`config.mk`:
```
export PLATFORM = sky130hd
export DESIGN_NAME = pngunf_fifo
export DESIGN_NICKNAME = d
export VERILOG_FILES = /design/src/sv/pngunf_pkg.sv /design/src/sv/pngunf_fifo.sv
export SDC_FILE = /design/constraint.sdc
export NUM_CORES = 1
export LEC_CHECK = 0
export ABC_AREA = 0
export BUFFER_PORTS_ARGS = -buffer_cell sky130_fd_sc_hd__buf_4
export CAP_MARGIN = 25
export CORE_ASPECT_RATIO = 1.25
export CORE_MARGIN = 2
export CORE_UTILIZATION = 45
export CTS_BUF_LIST = sky130_fd_sc_hd__clkbuf_16
export DETAILED_ROUTE_END_ITERATION = 7
export GPL_ROUTABILITY_DRIVEN = 0
export GPL_TIMING_DRIVEN = 0
export PLACE_DENSITY_LB_ADDON = 0.25
export SYNTH_ARGS = -nofsm -noshare
export SYNTH_HDL_FRONTEND = slang
export SYNTH_SLANG_ARGS = --single-unit
```
`constraint.sdc`:
```
create_clock -name clk_i -period 7.3 [get_ports clk_i]
set_input_delay 1.095 -clock clk_i [delete_from_list [all_inputs] [get_ports clk_i]]
set_output_delay 1.095 -clock clk_i [all_outputs]
set_load 0.01 [all_outputs]
```
`src/sv/pngunf_pkg.sv`:
```
// Shared types and constants for the PNG RGB unfilter with Adler-32 block.
package pngunf_pkg;

  localparam int MAX_WIDTH       = 256;
  localparam int ROW_BYTES_MAX   = 3 * MAX_WIDTH;
  localparam int POS_W           = $clog2(ROW_BYTES_MAX);
  localparam int RB_W            = $clog2(ROW_BYTES_MAX + 1);
  localparam int CMP_W           = (RB_W > 10) ? RB_W : 10;
  localparam int X_W             = (MAX_WIDTH > 1) ? $clog2(MAX_WIDTH) : 1;
  localparam int FIFO_DEPTH      = 2;
  localparam int FIFO_PTR_W      = 1;
  localparam int FIFO_CNT_W      = 2;
  localparam int PADDR_W         = 3;
  localparam logic [16:0] ADLER_MOD = 17'd65521;

  typedef enum logic [1:0] {
    KindPixel    = 2'd0,
    KindError    = 2'd1,
    KindChecksum = 2'd2
  } kind_e;

  typedef enum logic {
    ErrFilter   = 1'b0,
    ErrPastLast = 1'b1
  } err_e;

  typedef enum logic [2:0] {
    FiltNone  = 3'd0,
    FiltSub   = 3'd1,
    FiltUp    = 3'd2,
    FiltAvg   = 3'd3,
    FiltPaeth = 3'd4
  } filter_e;

  typedef enum logic {
    CmdData  = 1'b0,
    CmdCheck = 1'b1
  } cmd_e;

  typedef enum logic {
    RegWidth  = 1'b0,
    RegHeight = 1'b1
  } reg_e;

  typedef enum logic [1:0] {
    OpData  = 2'd0,
    OpCheck = 2'd1,
    OpError = 2'd2
  } op_e;

  typedef struct packed {
    logic        command;
    logic [7:0]  data_byte;
    logic [31:0] stored_checksum;
  } in_t;

  typedef struct packed {
    kind_e       kind;
    logic [7:0]  pixel_x;
    logic [15:0] pixel_y;
    logic [7:0]  red;
    logic [7:0]  green;
    logic [7:0]  blue;
    logic        last_pixel;
    logic        error_code;
    logic        checksum_ok;
    logic [31:0] computed_checksum;
  } out_t;

  typedef struct packed {
    op_e              kind;
    logic [POS_W-1:0] pos;
    logic [1:0]       ch;
    logic [X_W-1:0]   x;
    filter_e          filt;
    logic [7:0]       data;
    logic             emit;
    logic             last;
    logic [15:0]      y;
    err_e             err;
    logic             ok;
    logic [31:0]      sum;
  } op_t;

  typedef struct packed {
    logic fifo_full;
    logic clr_busy;
  } front_stat_t;

endpackage

```
`src/sv/pngunf_fifo.sv`:
```
// Two-entry request queue between the front and back parts.
module pngunf_fifo (
  input  logic              clk_i,
  input  logic              rst_ni,
  input  logic              push_i,
  input  pngunf_pkg::op_t   op_i,
  input  logic              pop_i,
  output pngunf_pkg::op_t   head_o,
  output logic              empty_o,
  output logic              full_o
);

  pngunf_pkg::op_t                   ent_q [pngunf_pkg::FIFO_DEPTH];
  logic [pngunf_pkg::FIFO_PTR_W-1:0] wr_ptr_q, rd_ptr_q;
  logic [pngunf_pkg::FIFO_CNT_W-1:0] cnt_q, cnt_d;

  assign empty_o = (cnt_q == '0);
  assign full_o  = (cnt_q == pngunf_pkg::FIFO_CNT_W'(pngunf_pkg::FIFO_DEPTH));
  assign head_o  = ent_q[rd_ptr_q];

  always_comb begin
    cnt_d = cnt_q;
    if (push_i && !pop_i) begin
      cnt_d = cnt_q + 1'b1;
    end else if (pop_i && !push_i) begin
      cnt_d = cnt_q - 1'b1;
    end
  end

  always_ff @(posedge clk_i or negedge rst_ni) begin
    if (!rst_ni) begin
      wr_ptr_q <= '0;
      rd_ptr_q <= '0;
      cnt_q    <= '0;
    end else begin
      cnt_q <= cnt_d;
      if (push_i) begin
        wr_ptr_q <= wr_ptr_q + 1'b1;
      end
      if (pop_i) begin
        rd_ptr_q <= rd_ptr_q + 1'b1;
      end
    end
  end

  always_ff @(posedge clk_i) begin
    if (push_i) begin
      ent_q[wr_ptr_q] <= op_i;
    end
  end

  a_no_overflow: assert property (@(posedge clk_i) disable iff (!rst_ni)
    push_i |-> !full_o)
    else $error("push into full queue");

endmodule

```
### Word-level counts from Yosys, hierarchy flattened

Memory sizes are Yosys's and may differ from the RTL's.
Cells that the tools add are included.

| word-level totals | value |
|---|---|
| register bits | 4 |
| memories kept | 1 |
| input port bits | 89 |
| output and inout port bits | 87 |
| memory bits (writable) | 170 |

| operators by class | value |
|---|---|
| $add $sub $neg | 4 |
| reduce and logical (&&, ||, !) cells | 6 |
| mux-type cells | 4 |
| equal/unequal tests | 1 |

Memories:

| name | depth | width | rd ports | clocked after memory_dff | write ports | line | RTL |
|---|---|---|---|---|---|---|---|
| ent_q | 2 | 85 | 1 | 0 | 1 | pngunf_fifo.sv:13 | `pngunf_pkg::op_t ent_q [pngunf_pkg::FIFO_DEPTH];` |

Operators with widths:

| cell | count |
|---|---|
| 2-bit two-way mux | 2 |
| 1-bit adder, second input constant | 2 |
| 2-bit by 1-bit adder with 2-bit output, second input constant | 1 |
| 2-bit == test, second input constant | 1 |
| 1-bit logical AND | 2 |
| 1-bit zero test | 2 |
| 2-bit zero test | 1 |
| 1-bit two-way mux | 2 |
| 2-bit nonzero test | 1 |
| 2-bit by 1-bit subtractor with 2-bit output, second input constant | 1 |

### Depth between registers and ports, before layout

| depth | value |
|---|---|
| depth after elaboration | 4 |
| mapped depth | 5 |
| depth with buffers taken out | 5 |

### Worst setup path after synthesis

Ideal clock, no wire load.

| path | value |
|---|---|
| kind | input port to flip-flop |
| start point | in push_i |
| end point | mem ent_q[0][0] (netlist name) (enable) |
| arrival time | 4.806 ns |
| buffers on the path | 0 |
| path slack | 1.954 ns |
| stages | 1 |
| data required time | 6.761 ns |
| library setup time | 0.539 ns |
| cell sequence | nor2b_1 |

| between the ends | value |
|---|---|
| cells in the longest elaborated chain, start to end | 2 |

RTL lines:

| element | line | RTL |
|---|---|---|
| from (decl) | pngunf_fifo.sv:5 | `input logic push_i,` |
| 1-bit two-way mux | pngunf_fifo.sv:47 | `if (push_i) begin` |
| 1-bit two-way mux (not written as such) | pngunf_fifo.sv:48 | `ent_q[wr_ptr_q] <= op_i;` |
| to (decl) | pngunf_fifo.sv:13 |  |

No other way between the ends.

==> metrics <==
outcome finished clean; PwrDens 388.9 nW/um^2; fin util 0.6133; vias per cell between 4 and 5; Worst EP required slightly above 6 ns; fill count 1080; Cells after Synth 281; fin crit share 0.3806; most frequent cells in the layout buf_4, edfxtp_1, mux2_2; total vias in the final route 3216; # setup viols final 0; Initial Util 0.4568; Die H roughly 140 um; vias in the first global route 3352; # H-tree levels 4; CP Class register to output pin; area of the mapped netlist between 6000 and 7000 um^2; share of layout cells above drive strength 1 0.6220; post-CTS setup buffers 0; Worst Max-Slew Pin Slew approximately 0.64 ns; cell depth of the worst flop-to-flop path 2; largest net degree at the start of global routing 44; Die Wd about 110 um; routed len/inst 17.59 um; root buf cell clkbuf_16; Syn. warnings 0; final std cells w/o fill 670; CTS Buf Count 17; CP max FO 10; Reg clk slew, reported paths 0.06 ns; Max Cap Violations 0; CP arrival between 1.5 and 2 ns; clk sink count about 170; Highest Clock Rate 359.9 MHz; Post-Syn Nets between 300 and 400; # nets final 569; final hold vios 0; Yosys reg bits 174; pins over their slew limit 0; Overflow after GRT 0; # IOs 176; synthesized area per cell 23.22 um^2; DP Cell Count between 600 and 700; count of cell types in the netlist 15; die outline area approximately 15000 um^2; # hold bufs at CTS 0; r2r endpoint ent_q[1][21]$_DFFE_PP_; initial antenna violation count 0; commonest non-fill, non-tap cell in the layout buf_4; first-pass GRT wire length about 18 mm; RSZ-0062 raised after global routing false; leakage power around 0.0034 uW; CP startpoint rd_ptr_q$_DFFE_PN0P_; core area approximately 14000 um^2; drt total wl ~12 mm; First-pass DRT Iterations 4; DP Wirelength around 8.0 mm; clk_lat worst skew ~0.42 ns; I/O Buffers ~180; worst rel slew slack 0.5744; worst-case vdd ir drop ~0.20 mV; Clock Path Buffers 2; RR Startpoint wr_ptr_q$_DFFE_PN0P_; Final Critical Period ~2.8 ns; Layout area overhead 34.27%; antenna-violating nets left 0; Worst Hold Class input port to asynchronous set/reset pin; clock skew between 0.009 and 0.01 ns; DRC violations left 0; gr usage total 0.1552; r2r setup slk 5.60 ns; Seq/Total Area, Yosys 0.7977; CTS tree yes; Setup crit start kind register; CP endpoint kind output pin; n_diodes 0; PostCTS Resize Cnt 0; Row Count between 40 and 50; Detailed Route Iter0 Violations 90
-- cells in the mapped netlist (all sizes together) --
| cell type | n | share of area |
|---|---|---|
| edfxtp | 170 | 0.78 |
| nor2b | 2 | 0.0019 |
| nor2 | 2 | 0.0012 |
| and2 | 1 | 0.00096 |
| mux2 | 85 | 0.17 |
| ha | 1 | 0.0019 |
| dfrtp | 4 | 0.015 |
| inv | 1 | 0.00057 |
| xnor2 | 1 | 0.0013 |
| xor2 | 4 | 0.0054 |
| buf | 10 | 0.019 |
-- worst max path at each step --
stage | end | depth (start not counted)
4_1_cts | head_o[28] | 5
3_5_place_dp | ent_q[1][20]$_DFFE_PP_ | 3
2_1_floorplan | ent_q[0][0]$_DFFE_PP_ | 1
6_report | head_o[28] | 5
3_3_place_gp | ent_q[0][20]$_DFFE_PP_ | 2
5_1_grt | head_o[78] | 4
-- routing by layer --
metal,global-route usage,part of all wire
met5,0,0
met3,0.03977,0.049
met1,0.1760,0.38
met4,0.07212,0.017
met2,0.2737,0.56
-- cell type report --
| class | count | area [um^2] | share of cell area |
|---|---|---|---|
| Sequential cell | 174 | 5205 | 0.5941 |
| Inverter | 1 | 3.754 | 0.0004284 |
| Buffer | 10 | 126.4 | 0.01442 |
| Multi-Input combinational cell | 96 | 1200 | 0.1370 |
| Clock inverter | 15 | 161.4 | 0.01842 |
| Tap cell | 178 | 222.7 | 0.02542 |
| Clock buffer | 17 | 425.4 | 0.04856 |
| Timing Repair Buffer | 179 | 1416 | 0.1617 |
-- power by group --
part | internal, uW | switching, uW | total, uW
combinational | 642 | 506 | 1150
clock | 509 | 376 | 885
sequential | 1320 | 49.3 | 1370
-- cells by family (layout without fill, tap and decap cells) --
family / Yosys count / after routing / synth area share
buffers and inverters: 11 / 222 / 0.01994
XOR/XNOR: 5 / 5 / 0.006711
flip-flops: 174 / 174 / 0.7977
multiplexers: 85 / 85 / 0.1697
AND/OR/NAND/NOR: 5 / 5 / 0.004028
adder cells (fa/ha/maj): 1 / 1 / 0.001917
-- critical path, cell delays in order (launching register included) --
cell and delay [ns]:
dfrtp_1 0.37, buf_6 0.13, buf_8 0.15, buf_12 0.16, mux2_4 0.30, buf_4 0.15
-- sequential cells by signal, summed over array words and instances (netlist names) --
register / cells
ent_q: 170
rd_ptr_q: 1
cnt_q: 2
wr_ptr_q: 1
-- per-stage QoR --
stage	hold WS [ns]	power [uW]	worst slack (ns)	cell area [um^2]	TNS (ns)
after floorplan	0.4555	2075	1.954	6525	0
after global placement	0.4689	2543	-0.3456	8061	-28.90
after detailed placement	0.5001	2568	4.832	8174	0
after CTS	0.4424	3462	4.493	8761	0
after global routing	0.4398	3562	4.454	8761	0
final	0.4557	3407	4.521	8761	0
No activity file was read; power rests on OpenSTA's default activity.
