`config.mk`:
```
export PLATFORM = sky130hd
export DESIGN_NAME = pngunf_front
export DESIGN_NICKNAME = d
export VERILOG_FILES = /design/src/sv/pngunf_pkg.sv /design/src/sv/pngunf_front.sv
export SDC_FILE = /design/constraint.sdc
export NUM_CORES = 1
export LEC_CHECK = 0
export BUFFER_PORTS_ARGS = -buffer_cell sky130_fd_sc_hd__buf_2
export CORE_ASPECT_RATIO = 1.2
export CORE_MARGIN = 3
export CORE_UTILIZATION = 51
export DETAILED_ROUTE_END_ITERATION = 10
export PLACE_DENSITY = 0.79
export SYNTH_ARGS = -nofsm -noshare
export SYNTH_HDL_FRONTEND = slang
export SYNTH_SLANG_ARGS = --single-unit
export TNS_END_PERCENT = 100
```
`constraint.sdc`:
```
create_clock -name clk_i -period 5.8 [get_ports clk_i]
set_input_delay 0 -clock clk_i [delete_from_list [all_inputs] [get_ports clk_i]]
set_output_delay 0 -clock clk_i [all_outputs]
set_load 0.05 [all_outputs]
```
`src/sv/pngunf_pkg.sv`:
```
// Shared types and constants for the PNG RGB unfilter with Adler-32 block.
package pngunf_pkg;

  localparam int MAX_WIDTH       = 256;
  localparam int ROW_BYTES_MAX   = 3 * MAX_WIDTH;
  localparam int POS_W           = $clog2(ROW_BYTES_MAX);
  localparam int RB_W            = $clog2(ROW_BYTES_MAX + 1);
  localparam int CMP_W           = (RB_W > 10) ? RB_W : 10;
  localparam int X_W             = (MAX_WIDTH > 1) ? $clog2(MAX_WIDTH) : 1;
  localparam int FIFO_DEPTH      = 2;
  localparam int FIFO_PTR_W      = 1;
  localparam int FIFO_CNT_W      = 2;
  localparam int PADDR_W         = 3;
  localparam logic [16:0] ADLER_MOD = 17'd65521;

  typedef enum logic [1:0] {
    KindPixel    = 2'd0,
    KindError    = 2'd1,
    KindChecksum = 2'd2
  } kind_e;

  typedef enum logic {
    ErrFilter   = 1'b0,
    ErrPastLast = 1'b1
  } err_e;

  typedef enum logic [2:0] {
    FiltNone  = 3'd0,
    FiltSub   = 3'd1,
    FiltUp    = 3'd2,
    FiltAvg   = 3'd3,
    FiltPaeth = 3'd4
  } filter_e;

  typedef enum logic {
    CmdData  = 1'b0,
    CmdCheck = 1'b1
  } cmd_e;

  typedef enum logic {
    RegWidth  = 1'b0,
    RegHeight = 1'b1
  } reg_e;

  typedef enum logic [1:0] {
    OpData  = 2'd0,
    OpCheck = 2'd1,
    OpError = 2'd2
  } op_e;

  typedef struct packed {
    logic        command;
    logic [7:0]  data_byte;
    logic [31:0] stored_checksum;
  } in_t;

  typedef struct packed {
    kind_e       kind;
    logic [7:0]  pixel_x;
    logic [15:0] pixel_y;
    logic [7:0]  red;
    logic [7:0]  green;
    logic [7:0]  blue;
    logic        last_pixel;
    logic        error_code;
    logic        checksum_ok;
    logic [31:0] computed_checksum;
  } out_t;

  typedef struct packed {
    op_e              kind;
    logic [POS_W-1:0] pos;
    logic [1:0]       ch;
    logic [X_W-1:0]   x;
    filter_e          filt;
    logic [7:0]       data;
    logic             emit;
    logic             last;
    logic [15:0]      y;
    err_e             err;
    logic             ok;
    logic [31:0]      sum;
  } op_t;

  typedef struct packed {
    logic fifo_full;
    logic clr_busy;
  } front_stat_t;

endpackage

```
`src/sv/pngunf_front.sv`:
```
// Front part: accepts requests, tracks scanline position, rows and Adler-32.
module pngunf_front (
  input  logic                    clk_i,
  input  logic                    rst_ni,
  input  logic                    in_valid_i,
  output logic                    in_ready_o,
  input  pngunf_pkg::in_t         in_data_i,
  input  logic [8:0]              image_width_i,
  input  logic [15:0]             image_height_i,
  input  pngunf_pkg::front_stat_t stat_i,
  output logic                    push_o,
  output pngunf_pkg::op_t         op_o
);

  localparam int CW = pngunf_pkg::CMP_W;

  logic                         halted_q, halted_d;
  logic                         await_q, await_d;
  pngunf_pkg::filter_e          filt_q, filt_d;
  logic [pngunf_pkg::POS_W-1:0] pos_q, pos_d;
  logic [1:0]                   ch_q, ch_d;
  logic [pngunf_pkg::X_W-1:0]   x_q, x_d;
  logic [15:0]                  rows_q, rows_d;
  logic [15:0]                  lo_q, lo_d, hi_q, hi_d;

  logic        accept;
  logic [16:0] lo_sum, hi_sum, lo_mod;
  logic [CW-1:0] w_ext, w_eff, row_bytes, pos_next;
  logic          row_end;
  logic [31:0]   sum;

  assign in_ready_o = !stat_i.fifo_full && !stat_i.clr_busy;
  assign accept     = in_valid_i && in_ready_o;
  assign sum        = {hi_q, lo_q};

  assign lo_sum = {1'b0, lo_q} + {9'd0, in_data_i.data_byte};
  assign lo_mod = (lo_sum >= pngunf_pkg::ADLER_MOD) ? lo_sum - pngunf_pkg::ADLER_MOD : lo_sum;
  assign hi_sum = {1'b0, hi_q} + lo_mod;

  assign w_ext     = CW'(image_width_i);
  assign w_eff     = (w_ext == '0) ? CW'(1) :
                     ((w_ext > CW'(pngunf_pkg::MAX_WIDTH)) ? CW'(pngunf_pkg::MAX_WIDTH) : w_ext);
  assign row_bytes = w_eff + (w_eff << 1);
  assign pos_next  = CW'(pos_q) + CW'(1);
  assign row_end   = (pos_next >= row_bytes);

  always_comb begin
    halted_d = halted_q;
    await_d  = await_q;
    filt_d   = filt_q;
    pos_d    = pos_q;
    ch_d     = ch_q;
    x_d      = x_q;
    rows_d   = rows_q;
    lo_d     = lo_q;
    hi_d     = hi_q;
    push_o   = 1'b0;
    op_o     = '0;
    op_o.kind = pngunf_pkg::OpData;
    op_o.filt = filt_q;
    op_o.err  = pngunf_pkg::ErrFilter;
    op_o.pos  = pos_q;
    op_o.ch   = ch_q;
    op_o.x    = x_q;
    op_o.y    = rows_q;
    op_o.data = in_data_i.data_byte;
    op_o.sum  = sum;
    op_o.ok   = (sum == in_data_i.stored_checksum);
    if (accept && !halted_q) begin
      if (in_data_i.command == pngunf_pkg::CmdCheck) begin
        push_o    = 1'b1;
        op_o.kind = pngunf_pkg::OpCheck;
      end else if (rows_q >= image_height_i) begin
        push_o    = 1'b1;
        op_o.kind = pngunf_pkg::OpError;
        op_o.err  = pngunf_pkg::ErrPastLast;
        halted_d  = 1'b1;
      end else begin
        lo_d = lo_mod[15:0];
        hi_d = (hi_sum >= pngunf_pkg::ADLER_MOD) ? 16'(hi_sum - pngunf_pkg::ADLER_MOD)
                                                 : hi_sum[15:0];
        if (await_q) begin
          if (in_data_i.data_byte > 8'(pngunf_pkg::FiltPaeth)) begin
            push_o    = 1'b1;
            op_o.kind = pngunf_pkg::OpError;
            op_o.err  = pngunf_pkg::ErrFilter;
            halted_d  = 1'b1;
          end else begin
            filt_d  = pngunf_pkg::filter_e'(in_data_i.data_byte[2:0]);
            await_d = 1'b0;
            pos_d   = '0;
            ch_d    = '0;
            x_d     = '0;
          end
        end else begin
          push_o    = 1'b1;
          op_o.emit = (ch_q == 2'd2);
          op_o.last = (ch_q == 2'd2) && row_end &&
                      ({1'b0, rows_q} + 17'd1 == {1'b0, image_height_i});
          if (row_end) begin
            rows_d  = rows_q + 16'd1;
            await_d = 1'b1;
            pos_d   = '0;
          end else begin
            pos_d = pos_next[pngunf_pkg::POS_W-1:0];
            if (ch_q == 2'd2) begin
              ch_d = '0;
              x_d  = x_q + 1'b1;
            end else begin
              ch_d = ch_q + 2'd1;
            end
          end
        end
      end
    end
  end

  always_ff @(posedge clk_i or negedge rst_ni) begin
    if (!rst_ni) begin
      halted_q <= 1'b0;
      await_q  <= 1'b1;
      filt_q   <= pngunf_pkg::FiltNone;
      pos_q    <= '0;
      ch_q     <= '0;
      x_q      <= '0;
      rows_q   <= '0;
      lo_q     <= 16'd1;
      hi_q     <= '0;
    end else begin
      halted_q <= halted_d;
      await_q  <= await_d;
      filt_q   <= filt_d;
      pos_q    <= pos_d;
      ch_q     <= ch_d;
      x_q      <= x_d;
      rows_q   <= rows_d;
      lo_q     <= lo_d;
      hi_q     <= hi_d;
    end
  end

  a_halt_sticky: assert property (@(posedge clk_i) disable iff (!rst_ni)
    halted_q |=> halted_q)
    else $error("halt released without reset");

  a_halt_silent: assert property (@(posedge clk_i) disable iff (!rst_ni)
    halted_q |-> !push_o)
    else $error("request queued after halt");

endmodule

```
Word level (Yosys, flattened, before mapping):

Index checks and enable logic that the tools add are counted.

* register bits after elaboration: 73
* input bits: 71
* output and inout port bits: 87
* word-level logic and storage cells: 90

* $add $sub $neg: 10
* order comparisons: 6
* eq/ne operators: 5
* mux-type cells: 37
* bitwise gates (word level): 4
* reductions and logical operators: 19

Operator list (number)
* $ge 17x16->1 const B: 2
* $eq 32x32->1: 1
* $mux 8: 4
* $mux 10: 3
* $mux 2: 13
* $mux 9: 2
* $add 16x1->17 const B: 1
* $add 16x17->17: 1
* $add 16x8->17: 1
* $eq 17x16->1: 1
* $mux 17: 1
* $sub 17x16->17 const B: 1
* $add 16x1->16 const B: 1
* $ge 16x16->1: 1
* $mux 16: 1
* $sub 16x16->16 const B: 1
* $reduce_and 5->1: 3
* $mux 1: 13
* $add 10x1->10 const B: 1
* $add 9x10->10: 1
* $ge 10x10->1: 1
* $logic_not 10->1: 1
* $gt 9x9->1 const B: 1
* $add 8x1->8 const B: 1
* other kinds (11): 24

Logic depth before layout (Yosys ltp):

Gate-level depths: netlist of run 1.

* depth in word-level cells: 11
* depth in mapped cells: 26
* depth with buffers taken out: 24

Worst setup path before layout of run 1:

No wires, ideal clock.

* kind: register -> register
* start: register lo_q[0]
* end: register hi_q[14]
* setup time: 0.125 ns
* arrival: 6.384 ns
* required time: 5.675 ns
* path slack: -0.708 ns
* cell stages (with the launch flop): 26
* path buffers: 1
* period minus slack after synthesis: 6.508 ns
* cells stage by stage: dfstp_2 ha_1 inv_1 fa_1 nand2b_1 a211oi_1 o211ai_1 o32a_1 o22ai_1 nand3_1 o22ai_1 buf_2 xnor2_1 ha_1 inv_1 fa_1 nand3b_1 a31oi_1 nor2_1 or3_1 a2111oi_4 nand2_1 nor4_4 o211ai_1 xnor2_1 mux2_2

* cells in the longest elaborated chain, start to end: 6
* elaborated cells on any way between the ends: 8
* those cells by class: add/sub: 4; order compare: 2; mux: 2

RTL lines
* start: declaration: line pngunf_front.sv:24 `logic [15:0] lo_q, lo_d, hi_q, hi_d;`
* start signal: assignment: line pngunf_front.sv:137 `lo_q <= lo_d;`
* $add 16x8->17 (*): line pngunf_front.sv:36 `assign lo_sum = {1'b0, lo_q} + {9'd0, in_data_i.data_byte};`
* $sub 17x16->17 / $ge 17x16->1 (equally long branches): line pngunf_front.sv:37 `assign lo_mod = (lo_sum >= pngunf_pkg::ADLER_MOD) ? lo_sum - pngunf_pkg::ADLER_MOD : lo_sum;`
* $mux 17 (*): line pngunf_front.sv:37
* via lo_mod[0]: line pngunf_front.sv:27 `logic [16:0] lo_sum, hi_sum, lo_mod;`
* $add 16x17->17 (*): line pngunf_front.sv:38 `assign hi_sum = {1'b0, hi_q} + lo_mod;`
* $sub 16x16->16 / $ge 17x16->1 (equally long branches): line pngunf_front.sv:80 `hi_d = (hi_sum >= pngunf_pkg::ADLER_MOD) ? 16'(hi_sum - pngunf_pkg::ADLER_MOD)`
* $mux 16 (*): line pngunf_front.sv:80
* end signal: assignment: line pngunf_front.sv:138 `hi_q <= hi_d;`
* end: declaration: line pngunf_front.sv:24

The timed path passes the listed nets; every way through them passes the cells marked *.
A chain may end at the register's enable or synchronous reset.

Worst setup path in the final report of run 1:

* start: register lo_q[0]
* end: register hi_q[15]

The elaborated chain is that of the path after synthesis.

==> run_results.csv, run 1 <==
group,metric,value,unit
drt,remaining_drc_errors,0,
sta,fin_crit_sh,1.01,
global_routing,grt_max_degree,74,
floorplanning,die_w,114,um
power,leakagePower,4.74,nW
clock_network,cts-root-buf,"clkbuf_16",
hold_path,min_path_cells,5,
clock_network,tritoncts,"done",
final_layout,design_area,0.00946,sq mm
synthesis,yosys.cell_types.count,69,
power,power.share.switching,0.501,
synthesis,yosys_warnings,0,
power,p_int,2.91,mW
power,p_sw,2.92,mW
synthesis,synth_edf_count,0,
drt,finalWirelength,21900,um
power,seq_power_share,0.140,
synthesis,synthArstFlopShare,1.00,
job,drv_cap,0,
synthesis,synth_seq_area_share,0.256,
worst_setup_path,critPathArrivalTime,6.15,ns
drt,wire_per_inst,17.4,um
clock_network,cts.sinks,73,
drt,route.antenna.remaining_nets,0,
sta,setup_viol_count_final,9,
sta,worst_pin_slew,1.03,ns
power,p_comb_frac,0.752,
clock_network,insertion_delay,0.36,ns
global_routing,grt_use_met1,0.319,
worst_setup_path,cp_top_family,"compound AO/OA/AOI/OAI gates",
global_routing,use_met2,0.476,
placed_design,dpl-instance-area,0.00865,sq mm
floorplanning,ios,158,
final_layout,fin_util,0.703,
synthesis,ys_seq_elements,73,
run_status,violations,"negative setup slack",
global_routing,grt_usage,0.269,
drt,first_pass_iters,7,
worst_setup_path,r2r_cells,27,
sta,holdWs,0.295,ns
worst_setup_path,rrSetupSlack,-0.08,ns
worst_setup_path,critPathLaunchType,"flop",
final_layout,syn2layout_area_growth,32.6,%
floorplanning,fp.dieH,136,um
final_layout,final_layout_size_suffix_gt1_frac,0.324,
power,vdd_drop_max,0.685,mV
sta,finalMaxSlewViolations,0,
floorplanning,num_rows,46,
sta,relSlewSlack,0.313,
sta,setup_ws,-0.0759,ns
clock_network,cts_max_path_buffers,2,
floorplanning,core-area,0.0135,sq mm
sta,rsz0062_at_grt,"true",
synthesis,synth_cells,855,
worst_setup_path,cp.depth,27,
final_layout,final_cell_mix,"buf_2, nand2_1, buf_4",
clock_network,cts_buffers,9,
synthesis,syn-num-nets,994,
hold_path,hold_class,"primary input to flop",
placed_design,routabilityCongestion,0.996,
power,p_per_area,616,mW/mm^2
sta,fmax,170,MHz
placed_design,dp.cells,1221,
synthesis,avgSynthCellArea,8.35,sq um
final_layout,multi_input_area,0.00538,sq mm
global_routing,grt_use_met3,0.0308,
clock_network,htree_levels,3,
drt,drtIter0Drc,524,
sta,period_needed,5.88,ns
worst_setup_path,cp-end-kind,"flop",
worst_setup_path,path_common_cell,"buf_4",
final_layout,layout_commonest_cell,"buf_2",
placed_design,dp_hpwl,16200,um
worst_setup_path,cp_slowest_cell,"dfstp_4",
placed_design,portBuffers,157,
global_routing,grt_pass1_wl,33400,um
global_routing,grt_overflow,0,
worst_setup_path,critPathMaxFanout,6,
global_routing,grt_pass1_vias,6909,
synthesis,synth_ff_type,"dfrtp_1",
drt,via_per_inst,5.80,
final_layout,nNetsFinal,1224,
worst_setup_path,crit_buf_inv,5,
worst_setup_path,cpPeakStageDelay,0.63,ns
drt,vias,7298,
final_layout,register_area,0.00183,sq mm
run_status,status,"finished with violations",
final_layout,finalNonFillerCells,1258,
floorplanning,die-area,0.0155,sq mm
worst_setup_path,critPathRequiredTime,6.08,ns
final_layout,antenna_cells,0,
sta,hold_viol_final,0,
floorplanning,initial_core_util,0.530,
clock_network,clk_pin_slew,0.07,ns
global_routing,grt_antenna_before_repair,0,
worst_setup_path,setup.worst_path.class,"flop to flop",
placed_design,place_ws,-0.319,ns
final_layout,fillCellCount,1036,
power,clock_power_share,0.108,
synthesis,syn-cell-area,0.00714,sq mm
global_routing,top_usage_layer,"met2",
sta,finClkSkew,0.0145,ns
-- cell type report --
| class | instances | area share |
|---|---|---|
| flip-flops and latches | 73 | 0.194 |
| inverters | 45 | 0.0178 |
| clock inverters | 5 | 0.00820 |
| well taps | 168 | 0.0222 |
| repair buffers | 253 | 0.163 |
| clock buffers | 11 | 0.0267 |
| multi-input cells | 703 | 0.568 |
-- flip-flops by register name, summed over array words and instances (netlist names) --
| register | flops |
|---|---|
| pos_q | 10 |
| hi_q | 16 |
| x_q | 8 |
| halted_q | 1 |
| lo_q | 16 |
| rows_q | 16 |
| ch_q | 2 |
| filt_q | 3 |
| await_q | 1 |
-- Yosys cell counts, types with 18 or more instances --
master	instances	area share
nand2_1	97	0.051
dfrtp_1	71	0.25
xnor2_1	66	0.081
ha_1	65	0.11
xor2_1	65	0.080
nor2_1	58	0.031
inv_1	45	0.024
a21oi_1	38	0.027
o21ai_0	32	0.022
nand3_1	31	0.022
and3_1	26	0.023
a21o_1	20	0.021
nor3_1	19	0.013
clkbuf_1	18	0.0095
-- cells by family after synthesis --
logic type / Yosys count / synth area share
and+or+nand+nor: 304 / 0.209
DFF: 73 / 0.256
buffers and inverters: 79 / 0.0489
adders and majority gates: 68 / 0.122
muxes: 19 / 0.0293
xor gates and xnor gates: 132 / 0.163
AOI/OAI and AO/OA: 180 / 0.171
-- per-stage QoR --
| step | setup TNS (ns) | power [mW] |
|---|---|---|
| floorplan | -0.0322 | 3.31 |
| global placement | -0.776 | 4.62 |
| detailed placement | -1.95 | 4.66 |
| CTS | -0.0181 | 5.43 |
| global route | -4.21 | 6.17 |
| finish | -0.280 | 5.83 |
-- power groups by stage --
stage	Combinational (mW)	Sequential [mW]	Clock [mW]
floorplan	2.14	1.18	0
global placement	3.81	0.810	0
detailed placement	3.85	0.811	0
CTS	3.99	0.806	0.635
global route	4.68	0.835	0.650
finish	4.38	0.817	0.630
-- worst paths after layout --
path / from / endpoint
max: lo_q[0] / hi_q[15]
min: in_data_i[40] / halted_q
max reg2reg: lo_q[0] / hi_q[15]
min reg2reg: halted_q / halted_q
max in group asynchronous: rst_ni / hi_q[13]
min in group asynchronous: rst_ni / rows_q[5]
-- layer usage --
metal  wire length [um]  vias to the layer above
li1                   -                     3475
met1               8750                     3489
met2              11000                      263
met3               1160                       71
met4                961                        0
met5                  0                        -
-- worst register-to-register path, stage by stage (launching register included) --
cell	delay, ns
dfstp_4	0.63
ha_4	0.13
inv_2	0.03
fa_2	0.33
nand2b_4	0.16
a211oi_4	0.29
o211ai_1	0.15
o32a_1	0.31
o22ai_2	0.20
nand3_2	0.12
o22ai_4	0.23
nand4_1	0.21
xnor2_2	0.27
ha_4	0.25
and3_4	0.18
buf_6	0.11
a221o_1	0.36
a211o_1	0.35
buf_4	0.17
a211oi_4	0.28
a21oi_4	0.06
buf_4	0.15
buf_4	0.13
nand2_2	0.08
nor2_2	0.05
and3_1	0.16
mux2_2	0.27
o21ai_2	0.11
-- repair_timing --
| action | 4_1_cts | 5_1_grt |
|---|---|---|
| hold buffers | 4 | 0 |
| buffers inserted | 6 | 13 |
| pin swaps | 9 | 19 |
| resized for setup | 14 | 45 |
| endpoints found under the hold margin | 74 | 0 |
| setup endpoints to repair | 16 | 16 |
No activity file was read; power rests on OpenSTA's default activity.
==> inputs of run 2 (changes only) <==
--- a/config.mk
+++ b/config.mk
@@ -10,7 +10,9 @@
 export CORE_MARGIN = 3
 export CORE_UTILIZATION = 51
 export DETAILED_ROUTE_END_ITERATION = 10
+export GPL_ROUTABILITY_DRIVEN = 0
 export PLACE_DENSITY = 0.79
+export SETUP_SLACK_MARGIN = 0.5
 export SYNTH_ARGS = -nofsm -noshare
 export SYNTH_HDL_FRONTEND = slang
 export SYNTH_SLANG_ARGS = --single-unit
==> run 2 against run 1 <==
Effect of this change:
- the flow still finishes with violations (negative setup slack)
- clock skew about the same
- core utilization down 0.67 points
- clock power down 5.7%
- first-iteration DRC count down 3.4%
- critical endpoint is now hi_q[6]
- die area unchanged
- power down 3.7%
- design area down 0.95%
- non-clock buffer count down 24
- wire length down 0.60%
- cell count down 1.9%
- highest routed layer unchanged
- via count down 1.3%
==> run_results.csv, run 2 (synthesized netlist as in run 1, its figures left out) <==
group,metric,value,unit
sta,period_needed,5.91,ns
worst_setup_path,setup.worst_path.class,"flop to flop",
clock_network,tritoncts,"done",
hold_path,min_from,"in_data_i[40]",
placed_design,dp.cells,1192,
global_routing,grt_overflow,0,
worst_setup_path,critPathMaxFanout,6,
placed_design,dpl-instance-area,0.00846,sq mm
global_routing,grt_pass1_vias,6819,
drt,remaining_drc_errors,0,
run_status,status,"finished with violations",
worst_setup_path,setup.worst_path.start,"lo_q[0]",
final_layout,layout_commonest_cell,"buf_2",
clock_network,htree_levels,3,
power,vdd_drop_max,0.711,mV
worst_setup_path,critPathArrivalTime,6.13,ns
clock_network,cts.sinks,73,
placed_design,dp_hpwl,15600,um
drt,vias,7203,
final_layout,finalNonFillerCells,1234,
power,clock_power_share,0.106,
clock_network,clk_pin_slew,0.06,ns
drt,route.antenna.remaining_nets,0,
power,power.share.switching,0.514,
floorplanning,ios,158,
final_layout,nNetsFinal,1200,
drt,finalWirelength,21700,um
power,p_per_area,599,mW/mm^2
drt,drtIter0Drc,506,
sta,finalMaxSlewViolations,0,
sta,holdWs,0.228,ns
placed_design,portBuffers,157,
job,drv_cap,0,
worst_setup_path,r2r_cells,26,
sta,fin_tns_setup,-0.674,ns
worst_setup_path,cp-end-kind,"flop",
clock_network,insertion_delay,0.35,ns
sta,setup_viol_count_final,13,
sta,setup_ws,-0.105,ns
placed_design,place_ws,-0.134,ns
final_layout,top_regs,"hi_q: 16 flops, lo_q: 16 flops, rows_q: 16 flops",
power,p_sw,2.88,mW
run_status,violations,"negative setup slack",
final_layout,final_cell_mix,"buf_2, nand2_1, dfrtp_1",
hold_path,hold_end,"halted_q",
drt,via_per_inst,5.84,
final_layout,design_area,0.00937,sq mm
power,leakagePower,4.61,nW
global_routing,grt_max_degree,74,
global_routing,grt_antenna_before_repair,0,
clock_network,cts_max_path_buffers,2,
power,power,5.61,mW
power,p_comb_frac,0.745,
clock_network,cts_buffers,9,
worst_setup_path,r2r_start,"lo_q[0]",
hold_path,min_path_cells,5,
floorplanning,die-area,0.0155,sq mm
global_routing,grt_usage,0.267,
power,p_int,2.73,mW
hold_path,hold_class,"primary input to flop",
floorplanning,die_w,114,um
worst_setup_path,regToRegEndpoint,"hi_q[6]",
sta,fmax,169,MHz
worst_setup_path,critPathRequiredTime,6.02,ns
sta,rsz0062_at_grt,"true",
final_layout,final_layout_size_suffix_gt1_frac,0.309,
worst_setup_path,critPathLaunchType,"flop",
floorplanning,initial_core_util,0.530,
floorplanning,core-area,0.0135,sq mm
sta,hold_viol_final,0,
worst_setup_path,rrSetupSlack,-0.11,ns
global_routing,grt_pass1_wl,33300,um
sta,worst_pin_slew,0.986,ns
power,seq_power_share,0.149,
floorplanning,fp.dieH,136,um
sta,finClkSkew,0.0147,ns
drt,first_pass_iters,5,
clock_network,cts-root-buf,"clkbuf_16",
final_layout,fin_util,0.696,
sta,relSlewSlack,0.337,
sta,fin_crit_sh,1.02,
floorplanning,num_rows,46,
final_layout,antenna_cells,0,
final_layout,syn2layout_area_growth,31.3,%
drt,wire_per_inst,17.6,um
-- run 2: changes by cell type in the layout (fill, tap and decap cells not counted), sizes merged --
cell    change
buf        -25
bufbuf      +1
bufinv      -1
clkbuf      +1
-- run 2: final cells by class --
type                            count  area, sq um
Clock buffer                       12          256
Clock inverter                      4         51.3
Fill cell                        1037         4090
Inverter                           45          169
Multi-Input combinational cell    703         5430
Sequential cell                    73         1830
Tap cell                          168          210
Timing Repair Buffer              229         1420
-- run 2: power by group through the flow --
stage | clock network (mW) | logic [mW] | registers [mW]
floorplan | 0 | 2.14 | 1.18
global placement | 0 | 3.54 | 0.825
detailed placement | 0 | 3.59 | 0.826
CTS | 0.592 | 3.76 | 0.819
global route | 0.611 | 4.49 | 0.851
finish | 0.594 | 4.18 | 0.836
-- run 2: worst max-delay path, cell delays in order (launching register included) --
cell and delay, ns:
dfstp_4 0.63, ha_4 0.13, inv_2 0.03, fa_2 0.33, nand2b_4 0.16, a211oi_4 0.29
a21oi_1 0.17, xnor2_1 0.17, nor3_1 0.37, nand3_2 0.16, o22ai_4 0.17, buf_12 0.15
nand2_1 0.06, xnor2_1 0.27, ha_1 0.31, a21o_1 0.20, a221o_1 0.39, a211o_1 0.37
a31oi_4 0.23, o21bai_1 0.11, a21oi_2 0.17, xor2_2 0.08, buf_6 0.14, bufbuf_16 0.26
o21ai_1 0.18, xnor2_1 0.14, o21ai_1 0.07
-- run 2: repair_timing --
action                                  4_1_cts  5_1_grt
endpoints found under the hold margin        74        0
resized for setup                            19       38
gates cloned                                  2        0
setup buffers                                14        6
pin swaps                                    21       26
hold buffers                                  4        0
endpoints found under the setup margin       16       16
-- run 2: worst max-delay path by stage --
| stage | cells after the start | slack (ns) | endpoint |
|---|---|---|---|
| global route | 24 | -0.32 | hi_q[9] |
| global placement | 26 | -0.02 | hi_q[10] |
| CTS | 26 | 0.04 | hi_q[12] |
| detailed placement | 26 | -0.13 | hi_q[10] |
| floorplan | 25 | -0.02 | hi_q[14] |
| finish | 26 | -0.11 | hi_q[6] |
-- run 2: per-layer routing --
metal,part of all wire,GRT usage,vias up
met5,0,0,-
met4,0.035,0.113,0
met3,0.059,0.0380,54
met2,0.51,0.482,262
met1,0.40,0.315,3445
li1,-,-,3442
